===== src/rtl/core/ttn_pkg.sv =====
// shared types, constants and character class functions of the text token normalizer
package ttn_pkg;

   localparam int TOKEN_CHARS_DEF = 32;
   localparam int TOKEN_CHARS_MAX = 64;
   localparam int CNT_MAX_W       = $clog2(TOKEN_CHARS_MAX + 1);
   localparam int WEB_LEN         = 5;

   localparam logic [7:0] CHAR_SPACE   = 8'd32;
   localparam logic [7:0] CHAR_NEWLINE = 8'd10;

   // one emit request: the held token that the back end streams out
   typedef struct packed {
      logic                 buf_sel;
      logic [CNT_MAX_W-1:0] count;
      logic                 cut;
   } emit_cmd_type;

   // back end progress, used by the front end to avoid overwriting unread data
   typedef struct packed {
      logic                 active;
      logic                 buf_sel;
      logic [CNT_MAX_W-1:0] rd_ptr;
   } back_stat_type;

   // queue occupancy as seen by the front end
   typedef struct packed {
      logic       full;
      logic [1:0] buf_busy;
   } queue_stat_type;

   function automatic logic in_trail(input logic [7:0] c);
      logic hit;
      unique case (c) inside
         "?", ".", ",", ";", "\"", "'", "(", ")", "[", "]", "_", "!",
         "-", ":", "=", "|", "&", "#", "/", "<", ">", "*", CHAR_NEWLINE: hit = 1'b1;
         default: hit = 1'b0;
      endcase
      return hit;
   endfunction

   function automatic logic in_lead(input logic [7:0] c);
      return (c == "@") || ((c != CHAR_NEWLINE) && in_trail(c));
   endfunction

   function automatic logic [7:0] to_lower(input logic [7:0] c);
      return ((c >= "A") && (c <= "Z")) ? (c | 8'h20) : c;
   endfunction

   function automatic logic is_digit(input logic [7:0] c);
      return (c >= "0") && (c <= "9");
   endfunction

   // characters of the web prefix that marks a dropped token
   function automatic logic [7:0] web_char(input logic [2:0] idx);
      logic [7:0] ch;
      unique case (idx)
         3'd0:    ch = "h";
         3'd1:    ch = "t";
         3'd2:    ch = "t";
         3'd3:    ch = "p";
         default: ch = ":";
      endcase
      return ch;
   endfunction

endpackage


===== src/rtl/core/ttn_ram.sv =====
// generic single write port ram with registered read
module ttn_ram #(
   parameter int WIDTH = 8,
   parameter int DEPTH = 64
) (
   input  logic                     clock,
   input  logic                     wr_en,
   input  logic [$clog2(DEPTH)-1:0] wr_addr,
   input  logic [WIDTH-1:0]         wr_data,
   input  logic                     rd_en,
   input  logic [$clog2(DEPTH)-1:0] rd_addr,
   output logic [WIDTH-1:0]         rd_data
);

   logic [WIDTH-1:0] mem_ff [DEPTH];
   logic [WIDTH-1:0] rd_data_ff;

   always_ff @(posedge clock) begin
      if (wr_en) begin
         mem_ff[wr_addr] <= wr_data;
      end
      if (rd_en) begin
         rd_data_ff <= mem_ff[rd_addr];
      end
   end

   assign rd_data = rd_data_ff;

endmodule


===== src/rtl/core/ttn_front.sv =====
// front end: takes text words, strips, lowercases, stores tokens and issues emit requests
module ttn_front #(
   parameter int TOKEN_CHARS = ttn_pkg::TOKEN_CHARS_DEF
) (
   input  logic                               clock,
   input  logic                               reset,
   input  logic                               req_valid,
   output logic                               req_ready,
   input  logic [7:0]                         req_text_byte,
   output logic                               wr_en,
   output logic [$clog2(2*TOKEN_CHARS)-1:0]   wr_addr,
   output logic [7:0]                         wr_data,
   output logic                               push_valid,
   output ttn_pkg::emit_cmd_type              push_cmd,
   input  ttn_pkg::queue_stat_type            q_stat,
   input  ttn_pkg::back_stat_type             b_stat
);
   import ttn_pkg::*;

   localparam int CW = $clog2(TOKEN_CHARS + 1);
   localparam int AW = $clog2(2 * TOKEN_CHARS);

   logic [CW-1:0] fill_cnt_ff, fill_cnt_in;
   logic [CW-1:0] keep_ff, keep_in;
   logic          body_ff, body_in;
   logic          digits_ff, digits_in;
   logic          ovf_ff, ovf_in;
   logic          match_ff, match_in;
   logic          held_valid_ff, held_valid_in;
   logic [CW-1:0] held_count_ff, held_count_in;
   logic          held_cut_ff, held_cut_in;
   logic          sel_ff, sel_in;

   logic [7:0] lc;
   logic       is_sep;
   logic       lead_skip;
   logic       store;
   logic       hazard;
   logic       kept;
   logic       need_push;
   logic       accept;

   assign lc        = to_lower(req_text_byte);
   assign is_sep    = (req_text_byte == CHAR_SPACE) || (req_text_byte == CHAR_NEWLINE);
   assign lead_skip = !body_ff && in_lead(req_text_byte);
   assign store     = !is_sep && !lead_skip && (fill_cnt_ff < CW'(TOKEN_CHARS));

   // the slot about to be written may still be waiting for the back end
   assign hazard = q_stat.buf_busy[sel_ff] ||
                   (b_stat.active && (b_stat.buf_sel == sel_ff) &&
                    (b_stat.rd_ptr <= CNT_MAX_W'(fill_cnt_ff)));

   assign kept = (keep_ff != '0) && !((keep_ff > CW'(WEB_LEN)) && match_ff) && !digits_ff;
   assign need_push = is_sep && kept && held_valid_ff;

   assign req_ready = !(store && hazard) && !(need_push && q_stat.full);
   assign accept    = req_valid && req_ready;

   assign wr_addr = AW'(fill_cnt_ff) + (sel_ff ? AW'(TOKEN_CHARS) : AW'(0));
   assign wr_data = lc;

   assign push_cmd.buf_sel = ~sel_ff;
   assign push_cmd.count   = CNT_MAX_W'(held_count_ff);
   assign push_cmd.cut     = held_cut_ff;

   always_comb begin
      fill_cnt_in   = fill_cnt_ff;
      keep_in       = keep_ff;
      body_in       = body_ff;
      digits_in     = digits_ff;
      ovf_in        = ovf_ff;
      match_in      = match_ff;
      held_valid_in = held_valid_ff;
      held_count_in = held_count_ff;
      held_cut_in   = held_cut_ff;
      sel_in        = sel_ff;
      wr_en         = 1'b0;
      push_valid    = 1'b0;
      if (accept) begin
         if (!is_sep) begin
            if (!lead_skip) begin
               body_in = 1'b1;
               if (!store) begin
                  ovf_in = 1'b1;
               end else begin
                  wr_en = 1'b1;
                  if (fill_cnt_ff < CW'(WEB_LEN)) begin
                     match_in = match_ff && (lc == web_char(fill_cnt_ff[2:0]));
                  end
                  if (!in_trail(lc)) begin
                     if ((fill_cnt_ff != keep_ff) || !is_digit(lc)) begin
                        digits_in = 1'b0;
                     end
                     keep_in = fill_cnt_ff + CW'(1);
                  end
                  fill_cnt_in = fill_cnt_ff + CW'(1);
               end
            end
         end else begin
            if (kept) begin
               push_valid    = held_valid_ff;
               held_valid_in = 1'b1;
               held_count_in = keep_ff;
               held_cut_in   = ovf_ff;
               sel_in        = ~sel_ff;
            end
            fill_cnt_in = '0;
            keep_in     = '0;
            body_in     = 1'b0;
            digits_in   = 1'b1;
            ovf_in      = 1'b0;
            match_in    = 1'b1;
            if (req_text_byte == CHAR_NEWLINE) begin
               held_valid_in = 1'b0;
            end
         end
      end
   end

   always_ff @(posedge clock) begin
      if (reset) begin
         fill_cnt_ff   <= '0;
         keep_ff       <= '0;
         body_ff       <= 1'b0;
         digits_ff     <= 1'b1;
         ovf_ff        <= 1'b0;
         match_ff      <= 1'b1;
         held_valid_ff <= 1'b0;
         held_count_ff <= '0;
         held_cut_ff   <= 1'b0;
         sel_ff        <= 1'b0;
      end else begin
         fill_cnt_ff   <= fill_cnt_in;
         keep_ff       <= keep_in;
         body_ff       <= body_in;
         digits_ff     <= digits_in;
         ovf_ff        <= ovf_in;
         match_ff      <= match_in;
         held_valid_ff <= held_valid_in;
         held_count_ff <= held_count_in;
         held_cut_ff   <= held_cut_in;
         sel_ff        <= sel_in;
      end
   end

`ifndef SYNTHESIS
   a_no_overwrite: assert property (@(posedge clock) disable iff (reset)
      wr_en |-> !(b_stat.active && (b_stat.buf_sel == sel_ff) &&
                  (b_stat.rd_ptr <= CNT_MAX_W'(fill_cnt_ff))))
      else $error("token slot written before the back end read it");
   a_keep_le_fill: assert property (@(posedge clock) disable iff (reset)
      keep_ff <= fill_cnt_ff)
      else $error("kept length beyond stored length");
`endif

endmodule


===== src/rtl/core/ttn_cmd_q.sv =====
// two entry queue of emit requests between front and back end
module ttn_cmd_q (
   input  logic                    clock,
   input  logic                    reset,
   input  logic                    push_valid,
   input  ttn_pkg::emit_cmd_type   push_cmd,
   input  logic                    pop,
   output logic                    head_valid,
   output ttn_pkg::emit_cmd_type   head_cmd,
   output ttn_pkg::queue_stat_type stat
);
   import ttn_pkg::*;

   emit_cmd_type ent_ff [2];
   logic         wp_ff, wp_in;
   logic         rp_ff, rp_in;
   logic [1:0]   cnt_ff, cnt_in;
   logic [1:0]   ent_valid;

   assign head_valid = (cnt_ff != 2'd0);
   assign head_cmd   = ent_ff[rp_ff];

   always_comb begin
      for (int i = 0; i < 2; i++) begin
         ent_valid[i] = (cnt_ff == 2'd2) || ((cnt_ff == 2'd1) && (rp_ff == 1'(i)));
      end
      stat.full        = (cnt_ff == 2'd2);
      stat.buf_busy[0] = (ent_valid[0] && !ent_ff[0].buf_sel) ||
                         (ent_valid[1] && !ent_ff[1].buf_sel);
      stat.buf_busy[1] = (ent_valid[0] && ent_ff[0].buf_sel) ||
                         (ent_valid[1] && ent_ff[1].buf_sel);
   end

   always_comb begin
      wp_in  = push_valid ? ~wp_ff : wp_ff;
      rp_in  = pop ? ~rp_ff : rp_ff;
      cnt_in = cnt_ff + 2'(push_valid) - 2'(pop);
   end

   always_ff @(posedge clock) begin
      if (push_valid) begin
         ent_ff[wp_ff] <= push_cmd;
      end
      if (reset) begin
         wp_ff  <= 1'b0;
         rp_ff  <= 1'b0;
         cnt_ff <= 2'd0;
      end else begin
         wp_ff  <= wp_in;
         rp_ff  <= rp_in;
         cnt_ff <= cnt_in;
      end
   end

`ifndef SYNTHESIS
   a_no_overflow: assert property (@(posedge clock) disable iff (reset)
      push_valid |-> !stat.full)
      else $error("emit request pushed into a full queue");
   a_no_underflow: assert property (@(posedge clock) disable iff (reset)
      pop |-> head_valid)
      else $error("emit request popped from an empty queue");
   a_nonempty_cmd: assert property (@(posedge clock) disable iff (reset)
      push_valid |-> (push_cmd.count != '0))
      else $error("emit request for an empty token");
`endif

endmodule


===== src/rtl/core/ttn_back.sv =====
// back end: streams a held token out of the store, one character per word
module ttn_back #(
   parameter int TOKEN_CHARS = ttn_pkg::TOKEN_CHARS_DEF
) (
   input  logic                             clock,
   input  logic                             reset,
   input  logic                             head_valid,
   input  ttn_pkg::emit_cmd_type            head_cmd,
   output logic                             pop,
   output logic                             rd_en,
   output logic [$clog2(2*TOKEN_CHARS)-1:0] rd_addr,
   input  logic [7:0]                       rd_data,
   output logic                             rsp_valid,
   input  logic                             rsp_ready,
   output logic [7:0]                       rsp_token_char,
   output logic                             rsp_token_end,
   output logic                             rsp_token_cut,
   output ttn_pkg::back_stat_type           stat
);
   import ttn_pkg::*;

   localparam int CW = $clog2(TOKEN_CHARS + 1);
   localparam int AW = $clog2(2 * TOKEN_CHARS);

   logic          active_ff, active_in;
   logic          sel_ff, sel_in;
   logic [CW-1:0] count_ff, count_in;
   logic          cut_ff, cut_in;
   logic [CW-1:0] ptr_ff, ptr_in;
   logic          infl_ff, infl_in;
   logic          infl_last_ff, infl_last_in;
   logic          infl_cut_ff, infl_cut_in;
   logic          out_valid_ff, out_valid_in;
   logic [7:0]    out_char_ff;
   logic          out_end_ff;
   logic          out_cut_ff;

   logic          issue;
   logic          last;

   assign pop   = head_valid && !active_ff;
   assign issue = active_ff && !infl_ff && (!out_valid_ff || rsp_ready);
   assign last  = (CW'(ptr_ff + CW'(1)) == count_ff);
   assign rd_en = issue;
   assign rd_addr = AW'(ptr_ff) + (sel_ff ? AW'(TOKEN_CHARS) : AW'(0));

   assign stat.active  = active_ff;
   assign stat.buf_sel = sel_ff;
   assign stat.rd_ptr  = CNT_MAX_W'(ptr_ff);

   assign rsp_valid      = out_valid_ff;
   assign rsp_token_char = out_char_ff;
   assign rsp_token_end  = out_end_ff;
   assign rsp_token_cut  = out_cut_ff;

   always_comb begin
      active_in    = active_ff;
      sel_in       = sel_ff;
      count_in     = count_ff;
      cut_in       = cut_ff;
      ptr_in       = ptr_ff;
      infl_in      = issue;
      infl_last_in = infl_last_ff;
      infl_cut_in  = infl_cut_ff;
      out_valid_in = out_valid_ff;
      if (out_valid_ff && rsp_ready) begin
         out_valid_in = 1'b0;
      end
      if (infl_ff) begin
         out_valid_in = 1'b1;
      end
      if (pop) begin
         active_in = 1'b1;
         sel_in    = head_cmd.buf_sel;
         count_in  = head_cmd.count[CW-1:0];
         cut_in    = head_cmd.cut;
         ptr_in    = '0;
      end
      if (issue) begin
         ptr_in       = ptr_ff + CW'(1);
         infl_last_in = last;
         infl_cut_in  = cut_ff;
         if (last) begin
            active_in = 1'b0;
         end
      end
   end

   always_ff @(posedge clock) begin
      if (infl_ff) begin
         out_char_ff <= rd_data;
         out_end_ff  <= infl_last_ff;
         out_cut_ff  <= infl_cut_ff;
      end
      sel_ff       <= sel_in;
      count_ff     <= count_in;
      cut_ff       <= cut_in;
      infl_last_ff <= infl_last_in;
      infl_cut_ff  <= infl_cut_in;
      if (reset) begin
         active_ff    <= 1'b0;
         ptr_ff       <= '0;
         infl_ff      <= 1'b0;
         out_valid_ff <= 1'b0;
      end else begin
         active_ff    <= active_in;
         ptr_ff       <= ptr_in;
         infl_ff      <= infl_in;
         out_valid_ff <= out_valid_in;
      end
   end

`ifndef SYNTHESIS
   a_load_into_empty: assert property (@(posedge clock) disable iff (reset)
      infl_ff |-> !out_valid_ff)
      else $error("read data arrives while the output word is still held");
   a_ptr_in_range: assert property (@(posedge clock) disable iff (reset)
      active_ff |-> (ptr_ff < count_ff))
      else $error("read pointer past token length");
`endif

endmodule


===== src/rtl/core/text_token_normalizer_unit.sv =====
// top level of the text token normalizer: front end, emit queue, back end and token store
//
// Text arrives one byte per req_ word; byte 32 separates tokens and byte 10 ends a line.
// Each token is lowercased (A-Z only), stripped of leading punctuation (including '@')
// and trailing punctuation (including newline), and dropped if it comes out empty, is
// all digits, or is longer than five characters and starts with "http:". Within a line
// every kept token is held back until the next kept token arrives, so the last kept
// token of each line never comes out. An emitted token appears as one rsp_ word per
// character, with rsp_token_end on its last character and rsp_token_cut on every
// character of a token that ran past TOKEN_CHARS stored characters (the excess is
// dropped). The front end takes one byte per cycle; it holds off only when the next
// character would land in a store slot the back end has not read yet, or when a token
// completes while both emit queue entries are taken. The back end reads each character
// through the registered store read into the output register; it starts the next read
// only after the last one has landed there. The token store is two buffers of TOKEN_CHARS
// bytes in one ram; it needs no clearing after reset.
module text_token_normalizer_unit #(
   parameter int TOKEN_CHARS = ttn_pkg::TOKEN_CHARS_DEF
) (
   input  logic       clock,
   input  logic       reset,
   input  logic       req_valid,
   output logic       req_ready,
   input  logic [7:0] req_text_byte,
   output logic       rsp_valid,
   input  logic       rsp_ready,
   output logic [7:0] rsp_token_char,
   output logic       rsp_token_end,
   output logic       rsp_token_cut
);
   import ttn_pkg::*;

   localparam int AW = $clog2(2 * TOKEN_CHARS);

   // store write side, driven by the front end
   logic          wr_en;
   logic [AW-1:0] wr_addr;
   logic [7:0]    wr_data;

   // store read side, driven by the back end
   logic          rd_en;
   logic [AW-1:0] rd_addr;
   logic [7:0]    rd_data;

   // emit request path
   logic           push_valid;
   emit_cmd_type   push_cmd;
   logic           pop;
   logic           head_valid;
   emit_cmd_type   head_cmd;
   queue_stat_type q_stat;
   back_stat_type  b_stat;

   // classify, strip and store characters, decide which tokens survive
   ttn_front #(
      .TOKEN_CHARS(TOKEN_CHARS)
   ) u_front (
      .clock         (clock),
      .reset         (reset),
      .req_valid     (req_valid),
      .req_ready     (req_ready),
      .req_text_byte (req_text_byte),
      .wr_en         (wr_en),
      .wr_addr       (wr_addr),
      .wr_data       (wr_data),
      .push_valid    (push_valid),
      .push_cmd      (push_cmd),
      .q_stat        (q_stat),
      .b_stat        (b_stat)
   );

   // decouples token completion from character output
   ttn_cmd_q u_cmd_q (
      .clock      (clock),
      .reset      (reset),
      .push_valid (push_valid),
      .push_cmd   (push_cmd),
      .pop        (pop),
      .head_valid (head_valid),
      .head_cmd   (head_cmd),
      .stat       (q_stat)
   );

   // two token buffers side by side
   ttn_ram #(
      .WIDTH (8),
      .DEPTH (2 * TOKEN_CHARS)
   ) u_store (
      .clock   (clock),
      .wr_en   (wr_en),
      .wr_addr (wr_addr),
      .wr_data (wr_data),
      .rd_en   (rd_en),
      .rd_addr (rd_addr),
      .rd_data (rd_data)
   );

   // streams held tokens out through the output register
   ttn_back #(
      .TOKEN_CHARS(TOKEN_CHARS)
   ) u_back (
      .clock          (clock),
      .reset          (reset),
      .head_valid     (head_valid),
      .head_cmd       (head_cmd),
      .pop            (pop),
      .rd_en          (rd_en),
      .rd_addr        (rd_addr),
      .rd_data        (rd_data),
      .rsp_valid      (rsp_valid),
      .rsp_ready      (rsp_ready),
      .rsp_token_char (rsp_token_char),
      .rsp_token_end  (rsp_token_end),
      .rsp_token_cut  (rsp_token_cut),
      .stat           (b_stat)
   );

`ifndef SYNTHESIS
   a_no_rw_collision: assert property (@(posedge clock) disable iff (reset)
      (wr_en && rd_en) |-> (wr_addr != rd_addr))
      else $error("store slot written and read in the same cycle");
   a_pop_when_idle: assert property (@(posedge clock) disable iff (reset)
      pop |-> !b_stat.active)
      else $error("emit request taken while a token is still streaming");
`endif

endmodule

===== config.mk =====
export PLATFORM = sky130hd
export DESIGN_NAME = text_token_normalizer_unit
export DESIGN_NICKNAME = d
export VERILOG_FILES = /design/src/rtl/core/ttn_pkg.sv /design/src/rtl/core/ttn_ram.sv /design/src/rtl/core/ttn_front.sv /design/src/rtl/core/ttn_cmd_q.sv /design/src/rtl/core/ttn_back.sv /design/src/rtl/core/text_token_normalizer_unit.sv
export SDC_FILE = /design/constraint.sdc
export NUM_CORES = 1
export LEC_CHECK = 0
export BUFFER_PORTS_ARGS = -buffer_cell sky130_fd_sc_hd__buf_4
export CAP_MARGIN = 10
export CORE_MARGIN = 2
export CORE_UTILIZATION = 43
export CTS_CLUSTER_DIAMETER = 150
export DETAILED_ROUTE_END_ITERATION = 12
export SLEW_MARGIN = 20
export SYNTH_ARGS = -nofsm -noshare
export SYNTH_HDL_FRONTEND = slang
export SYNTH_SLANG_ARGS = --single-unit

===== constraint.sdc =====
create_clock -name clock -period 4.05 [get_ports clock]
set_input_delay 0.405 -clock clock [delete_from_list [all_inputs] [get_ports clock]]
set_output_delay 0.405 -clock clock [all_outputs]
set_load 0.05 [all_outputs]

# Word level (Yosys, flattened, before mapping)
# Memory sizes are Yosys's and may differ from the RTL's. A register that Yosys moved wholly into a read port is not among the register bits.
# Cells that the tools add are included.
totals:
  out_inout_bits: 12
  memories: 2
  ram_bits: 528
  ff_bits: 50
op_classes:
  n_addsub: 6
  mux: 58
  n_reduce_logical: 70
  n_lt_le_gt_ge: 9
  eq_ne: 61
  bitwise_logic: 3
mem_list:
  columns: ["memory", "words", "word_bits", "rd", "rd_clocked_by_memory_dff", "write_ports", "line_no", "text"]
  rows:
  - ["u_store.mem_ff", 64, 8, 1, 1, 1, "ttn_ram.sv:15", "logic [WIDTH-1:0] mem_ff [DEPTH];"]
  - ["u_cmd_q.ent_ff", 2, 8, 3, 1, 1, "ttn_cmd_q.sv:14", "emit_cmd_type ent_ff [2];"]
op_table:
  columns: ["cell", "count"]
  rows:
  - ["$eq A8 B6 Y1 const B", 37]
  - ["$eq A8 B7 Y1 const B", 9]
  - ["$mux W6", 12]
  - ["$reduce_or A23 Y1", 2]
  - ["$mux W1", 40]
  - ["$mux W8", 5]
  - ["$logic_and A1 B1 Y1", 28]
  - ["$pmux W7 S3", 1]
  - ["$eq A8 B4 Y1 const B", 2]
  - ["$reduce_bool A2 Y1", 7]
  - ["$logic_not A1 Y1", 13]
  - ["$add A6 B1 Y6 const B", 2]
  - ["$add A6 B6 Y6", 2]
  - ["$reduce_and A3 Y1", 4]
  - ["$logic_or A1 B1 Y1", 9]
  - ["$eq A8 B8 Y1", 1]
  - ["$ge A8 B6 Y1 const B", 1]
  - ["$ge A8 B7 Y1 const B", 1]
  - ["$le A8 B6 Y1 const B", 1]
  - ["$le A8 B7 Y1 const B", 1]
  - ["$ne A8 B4 Y1 const B", 1]
  - ["$reduce_and A4 Y1", 2]
  - ["$eq A3 B2 Y1 const B", 2]
  - ["$eq A6 B6 Y1", 1]
  - ["19 further kinds", 23]

# Longest topological paths before layout
logic_depth:
  ltp_word: 20
  ltp_mapped: 12
  mapped_depth_nobuf: 10

# Hierarchy
# From an unflattened synthesis, not the netlist that was laid out.
hier_totals:
  hier_cells: 1363
  area_unflattened_um2: 24647.4
modules_own_cells:
  columns: ["mod", "area_each_um2", "n_inst", "cells_each"]
  rows:
  - ["ttn_ram", 20246.9, 1, 940]
  - ["ttn_front", 2245.9, 1, 274]
  - ["ttn_back", 1231.2, 1, 93]
  - ["ttn_cmd_q", 923.4, 1, 56]

# Worst setup path after synthesis
# Ideal clock, no wire load.
synth_path:
  path_kind: "input to register"
  start: "in req_text_byte[2]"
  end: "mem u_store.mem_ff[0][5], data pin"
  setup_time_ns: 0.603
  path_stages: 5
  n_path_buf: 1
  t_arrival_ns: 2.754
  slack_ns: 0.693
  path_cell_list: "buf_2 -> a21o_1 -> nand3_1 -> a21oi_1 -> a31oi_1"
synth_between:
  elab_chain_cells: 3
synth_lines:
  columns: ["item", "line_no", "text"]
  rows:
  - ["start: declaration", "text_token_normalizer_unit.sv:24", "input logic [7:0] req_text_byte,"]
  - ["$ge A8 B7 Y1 or $le A8 B7 Y1 (tied branches)", "ttn_pkg.sv:47", "return ((c >= \"A\") && (c <= \"Z\")) ? (c | 8'h20) : c;"]
  - ["$logic_and A1 B1 Y1 *", "ttn_pkg.sv:47", null]
  - ["$mux W6 *", "ttn_pkg.sv:47", null]
  - ["via u_front.wr_data[5]", "ttn_front.sv:12", "output logic [7:0] wr_data,"]
  - ["end: declaration", "ttn_ram.sv:15", null]
# Mark *: on every way through the listed nets, which the timed path passes. The rest lies on a longest branch.

# Worst setup path after layout
layout_path:
  start: "reg u_front.fill_cnt_ff[3]"
  end: "mem u_store.mem_ff[22][5], enable pin"
layout_between:
  elab_chain_cells: 10
layout_lines:
  columns: ["item", "line_no", "text"]
  rows:
  - ["start: declaration", "ttn_front.sv:23", "logic [CW-1:0] fill_cnt_ff, fill_cnt_in;"]
  - ["start signal: assignment", "ttn_front.sv:133", "fill_cnt_ff <= fill_cnt_in;"]
  - ["$le A6 B6 Y1", "ttn_front.sv:51", "(b_stat.rd_ptr <= CNT_MAX_W'(fill_cnt_ff)));"]
  - ["$logic_and A1 B1 Y1", "ttn_front.sv:50", "(b_stat.active && (b_stat.buf_sel == sel_ff) &&"]
  - ["$logic_or A1 B1 Y1", "ttn_front.sv:49", "assign hazard = q_stat.buf_busy[sel_ff] ||"]
  - ["$logic_and A1 B1 Y1", "ttn_front.sv:56", "assign req_ready = !(store && hazard) && !(need_push && q_stat.full);"]
  - ["$logic_not A1 Y1", "ttn_front.sv:56", null]
  - ["$logic_and A1 B1 Y1", "ttn_front.sv:56", null]
  - ["$logic_and A1 B1 Y1", "ttn_front.sv:57", "assign accept = req_valid && req_ready;"]
  - ["$mux W1", "ttn_front.sv:79", "if (accept) begin"]
  - ["$mux W1", "ttn_ram.sv:19", "if (wr_en) begin"]
  - ["$mux W1 (not written as such)", "ttn_ram.sv:20", "mem_ff[wr_addr] <= wr_data;"]
# Several ways; a longest one is shown, not always the timed one.

==> impl_results.md <==
- Status: finished clean
- Fin area: 0.0271 sq mm
- Dominant cells by area after synthesis: edfxtp_1, mux4_2, dfxtp_1, nor2_1, ha_1
- Sequential share of the synthesized area: 0.734
- Critical path's largest stage delay: between 0.6 and 0.7 ns
- DP HPWL: around 33 mm
- Routability cong.: 0.809
- Synth warn: 0
- CP Capture Type: flop
- Hold endpoint: u_store.mem_ff[20][3]
- First-pass GRT wire length: a little under 80 mm
- Clk_lat worst skew: between 0.6 and 0.7 ns
- Largest net degree at the start of global routing: between 100 and 150
- Worst Hold Class: primary input to flop
- Wire per inst: around 26 um
- TritonCTS clock tree: yes
- Die area: 0.0572 sq mm
- Antenna Cells: 0
- Initial Util: 0.433
- TritonCTS Buffers: between 50 and 60
- Row cnt: 86
- Drt total wl: roughly 53 mm
- RR Endpoint: u_store.mem_ff[22][5]
- Antenna-violating nets left: 0
- Synth async-reset ratio: 0
- Slew Limit Headroom: 0.396
- Top-count cell post-synth: edfxtp_1
- Max-slew violations: 0
- Worst Setup Start Kind: flop
- Setup Buffers After CTS: 0
- Skew final: 0.0201 ns
- Synth top area share: 0.702
- Placeable core area: roughly 0.055 sq mm
- Sum Neg Setup Slack: 0 ns
- Yosys top cell by area: edfxtp_1
- CP Max Fanout: 11
- Top Ports: 24
- Number of global-route vias before repair: 12,200
- # fillers: 4,502
- Total number of vias: 11,700
- I/O Buffers: 23
- WP data arrival: between 3 and 4 ns
- Least-Margin Pin Slew: about 0.9 ns
- Worst r2r path cells: 10
- DRC viols: 0
- #FFs+latches synth: ~590
- Fmax: about 300 MHz
- Synth unique cells: 73
- Fin. Hold Viols: 0
- RSZ-0062 raised after global routing: false
- Setup CP Type: flop to flop
- CTS Hold Buffers Added: 0
- WHS Path Cells: 1
- Post-synth EDFFs: 556
- Layout overhead on the synthesized area: 14.0%
- Top_reg_cell synth: edfxtp_1
- Min-delay src: req_text_byte[3]
- Largest delay share family, worst path: simple AND/OR/NAND/NOR gates
- Die Ht: 239 um
- All-Layer GR Usage: 0.189
- Max clock buf depth: 3
- DR vias/cell: 5.68
- Fin crit share: 0.825
- Worst IR Drop VDD: approximately 0.36 mV
- Crit path cell chain: inv_1 -> ha_1 -> nand4_1 -> o21bai_1 -> a31o_2 -> a211oi_1 -> buf_4 -> nand4_1 -> buf_4 -> nor2_1
- Final setup fails: 0
- Max-cap check violation count: 0
- Htree depth: 2
- Synthesized instance count: between 1,000 and 1,500
- Critical-path top delay cell: nor2_1
- Syn Nets: about 1,200
- R2r startpoint: u_front.fill_cnt_ff[3]
- Syn Std Cell Area: between 0.02 and 0.025 sq mm
- DRT Pass-1 Iters: 5
- Post-CTS Resized: 0
- Min cycle time layout: between 3 and 4 ns
- Clock-pin slew on the worst setup and hold paths: approximately 0.07 ns
- FF-to-FF setup slack: 0.71 ns
- Antenna violations before repair: 1
- WP data required: about 4.3 ns
- Die X: approximately 240 um
- Grt total ovfl: 0
- Number of DRC markers in iteration 0: about 1,100
- NumNets Final: between 1,000 and 1,500
- Worst path bufs/invs: 3
- Static Leak: ~8.6 nW
- Commonest cells post-synth: edfxtp_1, mux4_2, nor2_1, dfxtp_1, nand2_1
- Layout cells sized above 1: 0.295
- CTS Root Cell: clkbuf_16
- Clk sinks: 594
- Syn Area/Cell: between 15 and 20 sq um
- Critical Path Start: u_front.fill_cnt_ff[3]
- Dpl cell area: between 0.02 and 0.03 sq mm
- Pwr Density: ~540 mW/mm^2
-- report_power, final --
group | leakage [nW] | total, mW | internal [mW] | switching [mW]
combinational | 2.33 | 2.19 | 0.991 | 1.20
clock | 0.937 | 5.31 | 3.01 | 2.31
sequential | 5.34 | 7.04 | 6.93 | 0.113
-- placed cells by master (no fill, tap or decap), types with 4 or more instances in the layout --
cell type / Yosys / final
xor2_1: 12 / 12
a31oi_1: 6 / 5
clkbuf_1: 23 / 6
dfxtp_1: 38 / 34
nor2b_1: 6 / 6
clkinvlp_4: 0 / 5
buf_4: 7 / 103
nand2_1: 27 / 27
clkinv_1: 0 / 8
nor2_1: 111 / 111
mux4_2: 160 / 160
a21oi_1: 16 / 16
nand4_2: 6 / 6
xnor2_1: 20 / 20
inv_1: 19 / 19
a22oi_1: 16 / 16
mux2_2: 10 / 10
mux2i_1: 10 / 10
nor3_1: 8 / 8
nand4_1: 6 / 6
nand3_1: 9 / 9
edfxtp_1: 556 / 556
clkbuf_16: 0 / 61
o21ai_0: 7 / 7
ha_1: 15 / 15
clkinv_2: 0 / 22
bufinv_16: 0 / 4
nand2b_1: 9 / 9
-- kinds of logic after synthesis --
| family | synth area share |
|---|---|
| adders and majority gates | 0.00789 |
| and+or+nand+nor | 0.0432 |
| DFF | 0.734 |
| muxes | 0.161 |
| AOI/OAI and AO/OA | 0.0273 |
| xor gates and xnor gates | 0.0118 |
| buffers and inverters | 0.0151 |
-- registers in the layout, summed over array words and instances (netlist names), 8 cells and up --
signal,flops
u_cmd_q.ent_ff,16
u_store.rd_data,8
u_store.mem_ff,512
u_back.rsp_token_char,8
-- worst register-to-register path, delay by kind of cell (launching register included) --
family,cells,cell delay [ns]
AND/OR/NAND/NOR,3,0.84
AO/OA/AOI/OAI,3,0.68
buffers and inverters,3,0.64
flip-flops,1,0.49
adder cells (fa/ha/maj),1,0.33
-- how the worst max path moves through the flow --
stage,to,depth (start not counted)
floorplan,u_store.mem_ff[0][5],5
global placement,u_store.mem_ff[22][5],10
detailed placement,u_store.mem_ff[22][1],9
CTS,req_ready,8
global route,u_store.mem_ff[22][3],10
finish,u_store.mem_ff[22][5],10
-- metrics by stage --
stage | instances | worst slack, ns | hold slack (ns) | total power, mW | util
CTS | 2055 | 0.717 | 0.0434 | 14.7 | 0.494
global placement | 1945 | 0.805 | 0.401 | 9.39 | 0.459
floorplan | 1196 | 0.693 | 0.400 | 8.73 | -
global route | 2055 | 0.503 | 0.0592 | 15.1 | 0.494
detailed placement | 1945 | 0.766 | 0.405 | 9.41 | 0.459
finish | 2055 | 0.707 | 0.0779 | 14.5 | 0.494
-- final cells by class --
class | instances | area [sq um] | area share
flip-flops and latches | 594 | 17500 | 0.644
multi-input cells | 522 | 5970 | 0.220
well taps | 704 | 881 | 0.0325
repair buffers | 105 | 813 | 0.0300
inverters | 20 | 75.1 | 0.00277
clock inverters | 43 | 344 | 0.0127
clock buffers | 67 | 1550 | 0.0572
-- metal layers --
| metal | up-vias | wire length, um | GRT usage |
|---|---|---|---|
| li1 | 5105 | - | - |
| met4 | 0 | 1040 | 0.0506 |
| met3 | 73 | 2490 | 0.0281 |
| met5 | - | 0 | 0 |
| met1 | 6184 | 22700 | 0.257 |
| met2 | 308 | 26300 | 0.319 |
Note: power is estimated with default switching activity, not from simulation.
